==> src/csd_pkg.sv <==
// Shared types and constants for the separable 5x5 reduce filter.
// No dependencies; every other source file depends on this package.
`default_nettype none
package csd_pkg;
    localparam int MAX_WIDTH_DEF = 1024;
    localparam int COEF_BITS_DEF = 16;
    localparam int MAX_HEIGHT    = 4096;
    localparam int PIX_BITS      = 8;
    localparam int WIDTH_BITS    = 11;
    localparam int HEIGHT_BITS   = 13;
    localparam int MODE_BITS     = 2;
    localparam int ROW_BITS      = 13;
    localparam int COL_BITS      = 13;
    localparam int CFG_IDX_BITS  = 3;
    localparam int NTAPS         = 5;

    typedef enum logic [CFG_IDX_BITS-1:0] {
        REG_COEF0,
        REG_COEF1,
        REG_COEF2,
        REG_COEF3,
        REG_COEF4,
        REG_WIDTH,
        REG_HEIGHT,
        REG_MODE
    } cfg_reg_t;

    // one classified scan position, handed from front to back
    typedef struct packed {
        logic [PIX_BITS-1:0] pix;
        logic [ROW_BITS-1:0] row;
        logic [COL_BITS-1:0] col;
        logic                col_ok;
        logic                row_wr;
        logic                emit;
        logic                last;
    } csd_item_t;

    typedef enum logic [2:0] {
        B_IDLE,
        B_VERT,
        B_WRITE,
        B_HORZ,
        B_OUT
    } back_state_t;
endpackage
`default_nettype wire

==> src/csd_fifo.sv <==
// Two-entry queue of classified items between front and back.
// Depends on csd_pkg.
`default_nettype none
module csd_fifo (
    input  wire logic               clk,
    input  wire logic               rst_n,
    input  wire logic               push,
    input  csd_pkg::csd_item_t      din,
    output logic                    full,
    input  wire logic               pop,
    output csd_pkg::csd_item_t      dout,
    output logic                    valid
);
    import csd_pkg::*;

    csd_item_t  mem_reg [2];
    logic       wptr_reg, rptr_reg;
    logic [1:0] cnt_reg;

    assign full  = cnt_reg[1];
    assign valid = cnt_reg != 2'd0;
    assign dout  = mem_reg[rptr_reg];

    always_ff @(posedge clk)
    begin
        if (push)
            mem_reg[wptr_reg] <= din;
    end

    always_ff @(posedge clk or negedge rst_n)
    begin
        if (!rst_n)
        begin
            wptr_reg <= 1'b0;
            rptr_reg <= 1'b0;
            cnt_reg  <= 2'd0;
        end
        else
        begin
            if (push)
                wptr_reg <= !wptr_reg;
            if (pop)
                rptr_reg <= !rptr_reg;
            if (push && !pop)
                cnt_reg <= cnt_reg + 1'b1;
            else if (pop && !push)
                cnt_reg <= cnt_reg - 1'b1;
        end
    end
endmodule
`default_nettype wire

==> config.mk <==
export PLATFORM = sky130hd
export DESIGN_NAME = csd_fifo
export DESIGN_NICKNAME = d
export VERILOG_FILES = /design/src/csd_pkg.sv /design/src/csd_fifo.sv
export SDC_FILE = /design/constraint.sdc
export NUM_CORES = 1
export LEC_CHECK = 0
export BUFFER_PORTS_ARGS = -buffer_cell sky130_fd_sc_hd__buf_2
export CAP_MARGIN = 20
export CELL_PAD_IN_SITES_DETAIL_PLACEMENT = 0
export CELL_PAD_IN_SITES_GLOBAL_PLACEMENT = 1
export CORE_MARGIN = 2
export CORE_UTILIZATION = 40
export DETAILED_ROUTE_END_ITERATION = 8
export PLACE_DENSITY_LB_ADDON = 0.3
export SYNTH_ARGS = -nofsm -noshare
export SYNTH_HDL_FRONTEND = slang
export SYNTH_SLANG_ARGS = --single-unit
==> constraint.sdc <==
create_clock -name clk -period 6.2 [get_ports clk]
set_input_delay 0.31 -clock clk [delete_from_list [all_inputs] [get_ports clk]]
set_output_delay 0.31 -clock clk [all_outputs]
set_load 0.01 [all_outputs]
==> impl_results.md <==
* Synth Area in Simple Gates at 0.7579%
* Critical path peak fanout at 39
* Worst-Margin Slew at a little under 1000 ps
* Die Footprint at just over 8000 µm²
* Combinational family with the most area after synthesis: multiplexers
* Avg Vias per Cell at roughly 4.5
* Avg Cell Area, Syn at between 20 and 25 µm²
* Dominant cells by area after synthesis: edfxtp_1 77%, mux2_2 11%, mux2_4 5.1%
* CTS sink cnt at 80
* CP required at 5890 ps
* Commonest cells after routing, fill and taps aside: 81 x buf_2, 76 x edfxtp_1, 28 x mux2_2, 10 x mux2_4, 9 x clkbuf_8
* Fin util at about 51%
* Setup TNS at 0 ps
* Non-Filler Instances at between 300 and 400
* CP Launch Type: flop
* Placeable core area at a little over 7000 µm²
* Fmax at between 400 and 500 MHz
* Fin Hold WS at 163.3 ps
* Vias at 1471
* Clock Skew at 4.236 ps
* Synth Area in Compound Gates at 0%
* Worst-Skew Late Latency at approximately 330 ps
* Ys Warns at 0
* Hpwl dp at roughly 3000 µm
* Power Density at 429.5 nW/µm²
* Worst hold start: pop
* Port bufs at a little over 80
* Period minus WS final at between 2000 and 2500 ps
* GPL Wtd Cong at 0.6670
* Total GRT Usage at a little under an eighth
* Slew Limit Fails at 0
* Crit path DAT at 1920 ps
* Synthesized instance count at around 130
* Largest area contributor in the netlist: edfxtp_1
* Hold Crit Class: in -> reg
* Clock Pin Slew Worst Setup and Hold Paths at approximately 70 ps
* Number of max-cap violations at 0
* Power Total at between 1.5 and 2 mW
* Pin count of the biggest net entering global routing at 40
* Initial antenna violation count at 0
* Clk buf depth at 2
* Synth-to-layout area growth at 24.38%
* Post-route ant nets at 0
* CTS Buf Count at 9
* Antenna diodes at 0
* Site Rows at 31
* H-tree depth at 3
* Clock root buffer: clkbuf_8
* WS Path Type: reg -> out
* Mapped Area at slightly below 3000 µm²
* Placed cells at 310
* Final Setup Violations at 0
* Die Ht at roughly 90 µm
* Max FFs per register at 76
* Fill count at ~650
* PostCTS Resize Cnt at 0
* Global-route wire length before repair at roughly 7100 µm
* Sequential element share of the synthesized area at between 80% and 90%
* Final period util at 35.92%
* RSZ-0062 raised after global routing: no
* Crit end category: output pin
* I/O pin count at 82
* Vias in the first global route at roughly 1400
* CTS tree: done
* Layout cells sized above 1 at around three fifths
* Syn_nets at ~180
* Commonest non-fill, non-tap cell in the layout: buf_2
* Synth Area in XOR/XNOR at between 1 and 1.5%
* Worst Setup SP: rptr_reg
* Synth Register Bits at 80
* Leakage at ~1.4 nW
* Grt total ovfl at 0
* Worst VDD drop at roughly 260 µV
* Adder-cell share of the synthesized area at less than 1%
* Library cells used by synthesis at 15
* Initial Utilization at 41.19%
* Hold Violations, Final at 0
* Overall routed net length at 4646 µm
* Post-synthesis mux area share at 15.66%
* Drt pass-1 iters at 4
* Slew margin rel. at 35.38%
* Post-layout nets at between 200 and 300
* DRC viols at 0
* Mean routed wirelength per cell at 14.21 µm
* Status: complete, no violations
* Die W at between 90 and 100 µm
* Reg-to-reg startpoint: wptr_reg
* DR iter-0 viols at 77
* Post-synth top area share at 76.80%
-- cell families after synthesis --
group / count (synthesis)
AND/OR/NAND/NOR: 4
buffers and inverters: 5
XOR/XNOR: 5
multiplexers: 38
flip-flops: 80
adder cells (fa/ha/maj): 1
-- worst paths after layout --
kind | slack, ps | to | cells past startpoint
max | 3970 | dout[24] | 2
min | 160 | rptr_reg | 2
max reg2reg | 4570 | mem_reg[1][28] | 1
min reg2reg | 490 | cnt_reg[1] | 1
max in group asynchronous | 5750 | rptr_reg | 2
min in group asynchronous | 310 | wptr_reg | 2
-- critical path, cell delays in order, from the launching register on --
cell     delay, ps
dfrtp_2       1010
mux2_2         430
buf_2          140
-- cells in the mapped netlist (all sizes together) --
cell type  instances
nor2b              1
xnor2              1
xor2               4
and2               1
edfxtp            76
mux2              38
buf                4
ha                 1
or2                1
nor2               1
inv                1
dfrtp              4
-- report_power, final --
| part | leakage, nW | switching, mW | internal (mW) |
|---|---|---|---|
| clock | 0.0856 | 0.170 | 0.185 |
| sequential | 0.759 | 0.0827 | 0.719 |
| combinational | 0.575 | 0.193 | 0.237 |
| total | 1.42 | 0.446 | 1.14 |
-- layout make-up --
cell class              instances  area, µm²  area share (%)
inverters                       1      3.754          0.1016
multi-input cells              48      553.0           14.96
clock inverters                 5      57.56           1.557
flip-flops and latches         80       2384           64.49
repair buffers                 83      442.9           11.98
clock buffers                  11      131.4           3.555
well taps                      99      123.9           3.351
-- per-stage QoR --
step	cell area, µm²	worst slack [ps]
after global placement	3470	4254
final	3696	3973
after floorplan	2972	3657
after global routing	3696	3856
after detailed placement	3497	4268
after CTS	3696	3897
-- repair_timing --
item                      CTS  global route
setup buffers               0             0
hold buffers                1             0
hold endpoints to repair    4             0
-- layer usage --
layer  wire length, µm  global-route usage, %  vias to the layer above
met2              2284                  18.05                       49
met1              2052                  14.69                      721
li1                  -                      -                      697
met4                50                  6.154                        0
met5                 0                      0                        -
met3               258                  3.772                        4
Power figures use the tool's default switching activity.
