$ cat src/csd_pkg.sv
// Shared types and constants for the separable 5x5 reduce filter.
// No dependencies; every other source file depends on this package.
`default_nettype none
package csd_pkg;
    localparam int MAX_WIDTH_DEF = 1024;
    localparam int COEF_BITS_DEF = 16;
    localparam int MAX_HEIGHT    = 4096;
    localparam int PIX_BITS      = 8;
    localparam int WIDTH_BITS    = 11;
    localparam int HEIGHT_BITS   = 13;
    localparam int MODE_BITS     = 2;
    localparam int ROW_BITS      = 13;
    localparam int COL_BITS      = 13;
    localparam int CFG_IDX_BITS  = 3;
    localparam int NTAPS         = 5;

    typedef enum logic [CFG_IDX_BITS-1:0] {
        REG_COEF0,
        REG_COEF1,
        REG_COEF2,
        REG_COEF3,
        REG_COEF4,
        REG_WIDTH,
        REG_HEIGHT,
        REG_MODE
    } cfg_reg_t;

    // one classified scan position, handed from front to back
    typedef struct packed {
        logic [PIX_BITS-1:0] pix;
        logic [ROW_BITS-1:0] row;
        logic [COL_BITS-1:0] col;
        logic                col_ok;
        logic                row_wr;
        logic                emit;
        logic                last;
    } csd_item_t;

    typedef enum logic [2:0] {
        B_IDLE,
        B_VERT,
        B_WRITE,
        B_HORZ,
        B_OUT
    } back_state_t;
endpackage
`default_nettype wire

$ cat src/csd_front.sv
// Front end: scan counters and classification of each accepted pixel.
// Depends on csd_pkg.
`default_nettype none
module csd_front (
    input  wire logic                            clk,
    input  wire logic                            rst_n,
    input  wire logic                            in_valid,
    output logic                                 in_ready,
    input  wire logic [csd_pkg::PIX_BITS-1:0]    pix,
    input  wire logic [csd_pkg::COL_BITS-1:0]    width,
    input  wire logic [csd_pkg::ROW_BITS-1:0]    height,
    input  wire logic                            decimate,
    input  wire logic                            q_full,
    output logic                                 push,
    output csd_pkg::csd_item_t                   item
);
    import csd_pkg::*;

    logic [ROW_BITS-1:0] row_reg, row_next;
    logic [COL_BITS-1:0] col_reg, col_next;
    logic [ROW_BITS:0]   h_p1, row_c, i_pos, li;
    logic [COL_BITS:0]   w_p1, col_c, j_pos, lj;
    logic                emit;

    always_comb
    begin
        h_p1  = {1'b0, height} + 1'b1;
        w_p1  = {1'b0, width} + 1'b1;
        row_c = ({1'b0, row_reg} > h_p1) ? h_p1 : {1'b0, row_reg};
        col_c = ({1'b0, col_reg} > w_p1) ? w_p1 : {1'b0, col_reg};
        i_pos = row_c - 2'd2;
        j_pos = col_c - 2'd2;
        li    = {1'b0, height} - 1'b1;
        lj    = {1'b0, width} - 1'b1;
        if (decimate)
        begin
            li[0] = 1'b0;
            lj[0] = 1'b0;
        end
        emit = (row_c >= 2) && (col_c >= 2) && (!decimate || !(i_pos[0] | j_pos[0]));

        item.pix    = pix;
        item.row    = row_c[ROW_BITS-1:0];
        item.col    = col_c[COL_BITS-1:0];
        item.col_ok = col_c < {1'b0, width};
        item.row_wr = row_c < {1'b0, height};
        item.emit   = emit;
        item.last   = emit && (i_pos == li) && (j_pos == lj);

        in_ready = !q_full;
        push     = in_valid && !q_full;

        row_next = row_c[ROW_BITS-1:0];
        col_next = col_c[COL_BITS-1:0] + 1'b1;
        if (col_c == w_p1)
        begin
            col_next = '0;
            row_next = (row_c == h_p1) ? '0 : row_c[ROW_BITS-1:0] + 1'b1;
        end
    end

    always_ff @(posedge clk or negedge rst_n)
    begin
        if (!rst_n)
        begin
            row_reg <= '0;
            col_reg <= '0;
        end
        else if (push)
        begin
            row_reg <= row_next;
            col_reg <= col_next;
        end
    end
endmodule
`default_nettype wire

$ cat config.mk
export PLATFORM = sky130hd
export DESIGN_NAME = csd_front
export DESIGN_NICKNAME = d
export VERILOG_FILES = /design/src/csd_pkg.sv /design/src/csd_front.sv
export SDC_FILE = /design/constraint.sdc
export NUM_CORES = 1
export LEC_CHECK = 0
export ABC_AREA = 1
export BUFFER_PORTS_ARGS = -buffer_cell sky130_fd_sc_hd__buf_2
export CAP_MARGIN = 30
export CORE_ASPECT_RATIO = 1.2
export CORE_MARGIN = 2
export CORE_UTILIZATION = 55
export CTS_BUF_LIST = sky130_fd_sc_hd__clkbuf_4
export CTS_CLUSTER_DIAMETER = 100
export DETAILED_ROUTE_END_ITERATION = 6
export GPL_TIMING_DRIVEN = 0
export PLACE_DENSITY = 0.8
export SKIP_CTS_REPAIR_TIMING = 1
export SLEW_MARGIN = 0
export SYNTH_ARGS = -nofsm -noshare
export SYNTH_HDL_FRONTEND = slang
export SYNTH_SLANG_ARGS = --single-unit
export TNS_END_PERCENT = 20
$ cat constraint.sdc
create_clock -name clk -period 5.2 [get_ports clk]
set_input_delay 0.78 -clock clk [delete_from_list [all_inputs] [get_ports clk]]
set_output_delay 0.78 -clock clk [all_outputs]
set_load 0.005 [all_outputs]
==> flow_summary.toml <==
[setup_path]
worstSetupPathType = "input port to primary output"
worstPathRequired_ns = 4.42
critPathArrivalTime_ns = 4.85
crit_path_start_kind = "input port"
path_common_cell = "nand2_4"
slowest_delay_ns = 0.29
slowest_stage = "or2_4"
cp-end-kind = "primary output"
path_max_fanout = 8

[sta]
setup_violations = 4
max_freq_mhz = 177.6
rsz0062_at_grt = "yes"
setup_slack_ns = -0.4314
final-hold-violation-count = 0
final-max-slew-violation-count = 0
hold_slack_ns = 0.4276
period_share_pct = 108.3
max-slew-margin-rel_pct = 51.50
clock_skew_ns = 0.01272
tightestPinTransition_ns = 0.7275
min_period_ns = 5.631

[floorplanning]
io-pin-count = 79
die_area_um2 = 11680
core_um2 = 10520
die_x_um = 99.00
fp.dieH_um = 118.0
num_rows = 41
initial_core_util_pct = 56.63

[clock_network]
cts.sinks = 26
clock_latency_ns = 0.37
clkTransAtPathRegs_ns = 0.18
htree_levels = 1
cts-root-buf = "clkbuf_4"
cts_tree = "done"
cts_buffer_depth = 2
cts_buffers = 3

[run_status]
outcome = "finished with violations"
violations = "setup timing"

[cells_and_area]
fin_cells = 1206
fin_area_um2 = 7198
drive_gt1_share_pct = 25.35
fin_nets = 1179
antenna_cells = 0
final_common_cell = "nand2_1"
area_growth_syn_to_layout_pct = 20.86
final_cell_mix = "243 x nand2_1, 123 x inv_1, 93 x nand3_1, 83 x nor2_1, 65 x buf_2"

[place]
place_hpwl_mm = 14.87
portBuffers = 66
globalplace.congestion = 0.9879
placed_area_um2 = 6447
dp_cells = 1171

[logic_synthesis]
yosysUniqueCellTypes = 44
synth-seq-cells = 26
syn_area_per_cell_um2 = 6.102
synth_cells = 976
synth_top_area_share_pct = 15.82
yosysTopAreaCell = "nand2_1"
syn-num-nets = 1076
synth-seq-area-share_pct = 10.92
synth.area.top_cells = "nand2_1 16%, ha_1 13%, dfrtp_1 11%, nand3_1 8.4%, inv_1 8.4%"
synth_area_um2 = 5956
synth_warnings = 0

[power]
power.switching_mw = 2.414
p_leak_nw = 3.800
p_clk_share_pct = 2.6
power_density_nw_per_um2 = 569.5
intPower_mw = 1.685
power_frac_comb_pct = 87.6
power_frac_seq_pct = 9.8
switching_share_pct = 58.88
max-vdd-ir-drop_mv = 0.3037

[route]
post_drt_wl_per_cell_um = 15.76
wl_mm = 19.00
drt_first_iter_violations = 376
num_vias = 6795
drc = 0
ant_nets = 0
avgViaCountPerCell = 5.634
dr.pass1.iters = 6

[job]
cap_violations = 0

[grt]
grtUsageTotal_pct = 29.60
grt_max_degree = 27
antenna_found_initial = 0
busiest_layer = "met2"
gr-usage-met3_pct = 3.207
overflow = 0
met1_usage_pct = 33.39
grt_pass1_vias = 6188
grt_pass1_wl_mm = 28.26
met2_usage_pct = 53.67

[worst_hold_path]
hp-class = "input port to async pin"
-- per-stage QoR --
stage / utilization [%] / TNS, ns / power, mW / setup slack [ns]
floorplan: - / 0 / 2.614 / 0.03761
global placement: 61.31 / -13.92 / 3.380 / -1.255
detailed placement: 61.31 / -14.96 / 3.430 / -1.252
CTS: 61.52 / -6.245 / 3.545 / -1.281
global route: 68.45 / -2.076 / 4.474 / -0.7655
finish: 68.45 / -1.089 / 4.099 / -0.4314
-- worst max-delay path: cells and delay by family --
family	cells	cell delay, ns
xor+xnor	2	0.37
fa+ha+maj	3	0.60
buf+inv	7	0.65
simple gates	23	2.43
-- Yosys cell counts --
cell      number
nand2_1      251
inv_1        133
nand3_1      100
nor2_1        92
ha_1          61
xor2_1        48
nand2_2       35
o21ai_0       27
dfrtp_1       26
a21oi_1       23
nand4_1       18
nand3b_1      14
o22ai_1       14
buf_4         13
o21ai_1       13
nor2_4        12
nor3_1        12
nand2_4       10
nand3_2        8
nor2_2         8
inv_2          6
a21o_1         5
buf_2          5
o21ai_2        5
o21bai_1       5
xnor2_1        5
buf_6          4
a22oi_1        2
a31oi_1        2
clkbuf_1       2
nor4_1         2
o211ai_1       2
o21a_1         2
a21boi_0       1
and2_1         1
buf_12         1
inv_4          1
nand4_4        1
nor2_8         1
nor3b_4        1
o31ai_1        1
or2_0          1
or2_1          1
or2_2          1
-- layer usage --
metal	wire length, um	part of all wire [%]
met3	1210	6.4
met5	0	0
met4	845	4.4
met2	9812	52
met1	7133	38
-- worst paths after layout --
| path | cells past startpoint | to | from | slack (ns) |
|---|---|---|---|---|
| min in group clk | 2 | row_reg[8] | row_reg[8] | 0.56 |
| worst max-delay path | 35 | item[0] | width[0] | -0.43 |
| worst max register to register | 22 | row_reg[12] | col_reg[5] | 1.24 |
| worst min register to register | 2 | row_reg[8] | row_reg[8] | 0.56 |
| worst min-delay path | 1 | row_reg[11] | rst_n | 0.43 |
| max in group asynchronous | 1 | row_reg[5] | rst_n | 4.30 |
-- power by group through the flow --
stage / sequential (mW) / clock (mW) / combinational, mW
floorplan: 0.370 / 0 / 2.24
global placement: 0.395 / 0 / 2.98
detailed placement: 0.398 / 0 / 3.03
CTS: 0.394 / 0.105 / 3.05
global route: 0.409 / 0.112 / 3.95
finish: 0.400 / 0.107 / 3.59
-- kinds of logic after synthesis --
family | count (synthesis) | synth area share [%]
AND/OR/NAND/NOR | 569 | 46.34
buffers and inverters | 165 | 12.14
AO/OA/AOI/OAI | 102 | 9.979
adder cells (fa/ha/maj) | 61 | 12.82
XOR/XNOR | 53 | 7.794
flip-flops | 26 | 10.92
-- area by class of cell --
cell class	count	area [um^2]
Sequential cell	26	650.6
Timing Repair Buffer	98	621.8
Buffer	25	209.0
Inverter	140	548.0
Multi-Input combinational cell	785	4985
Tap cell	129	161.4
Clock buffer	3	22.52
Fill cell	955	3318
Note: power is estimated with default switching activity, not from simulation.
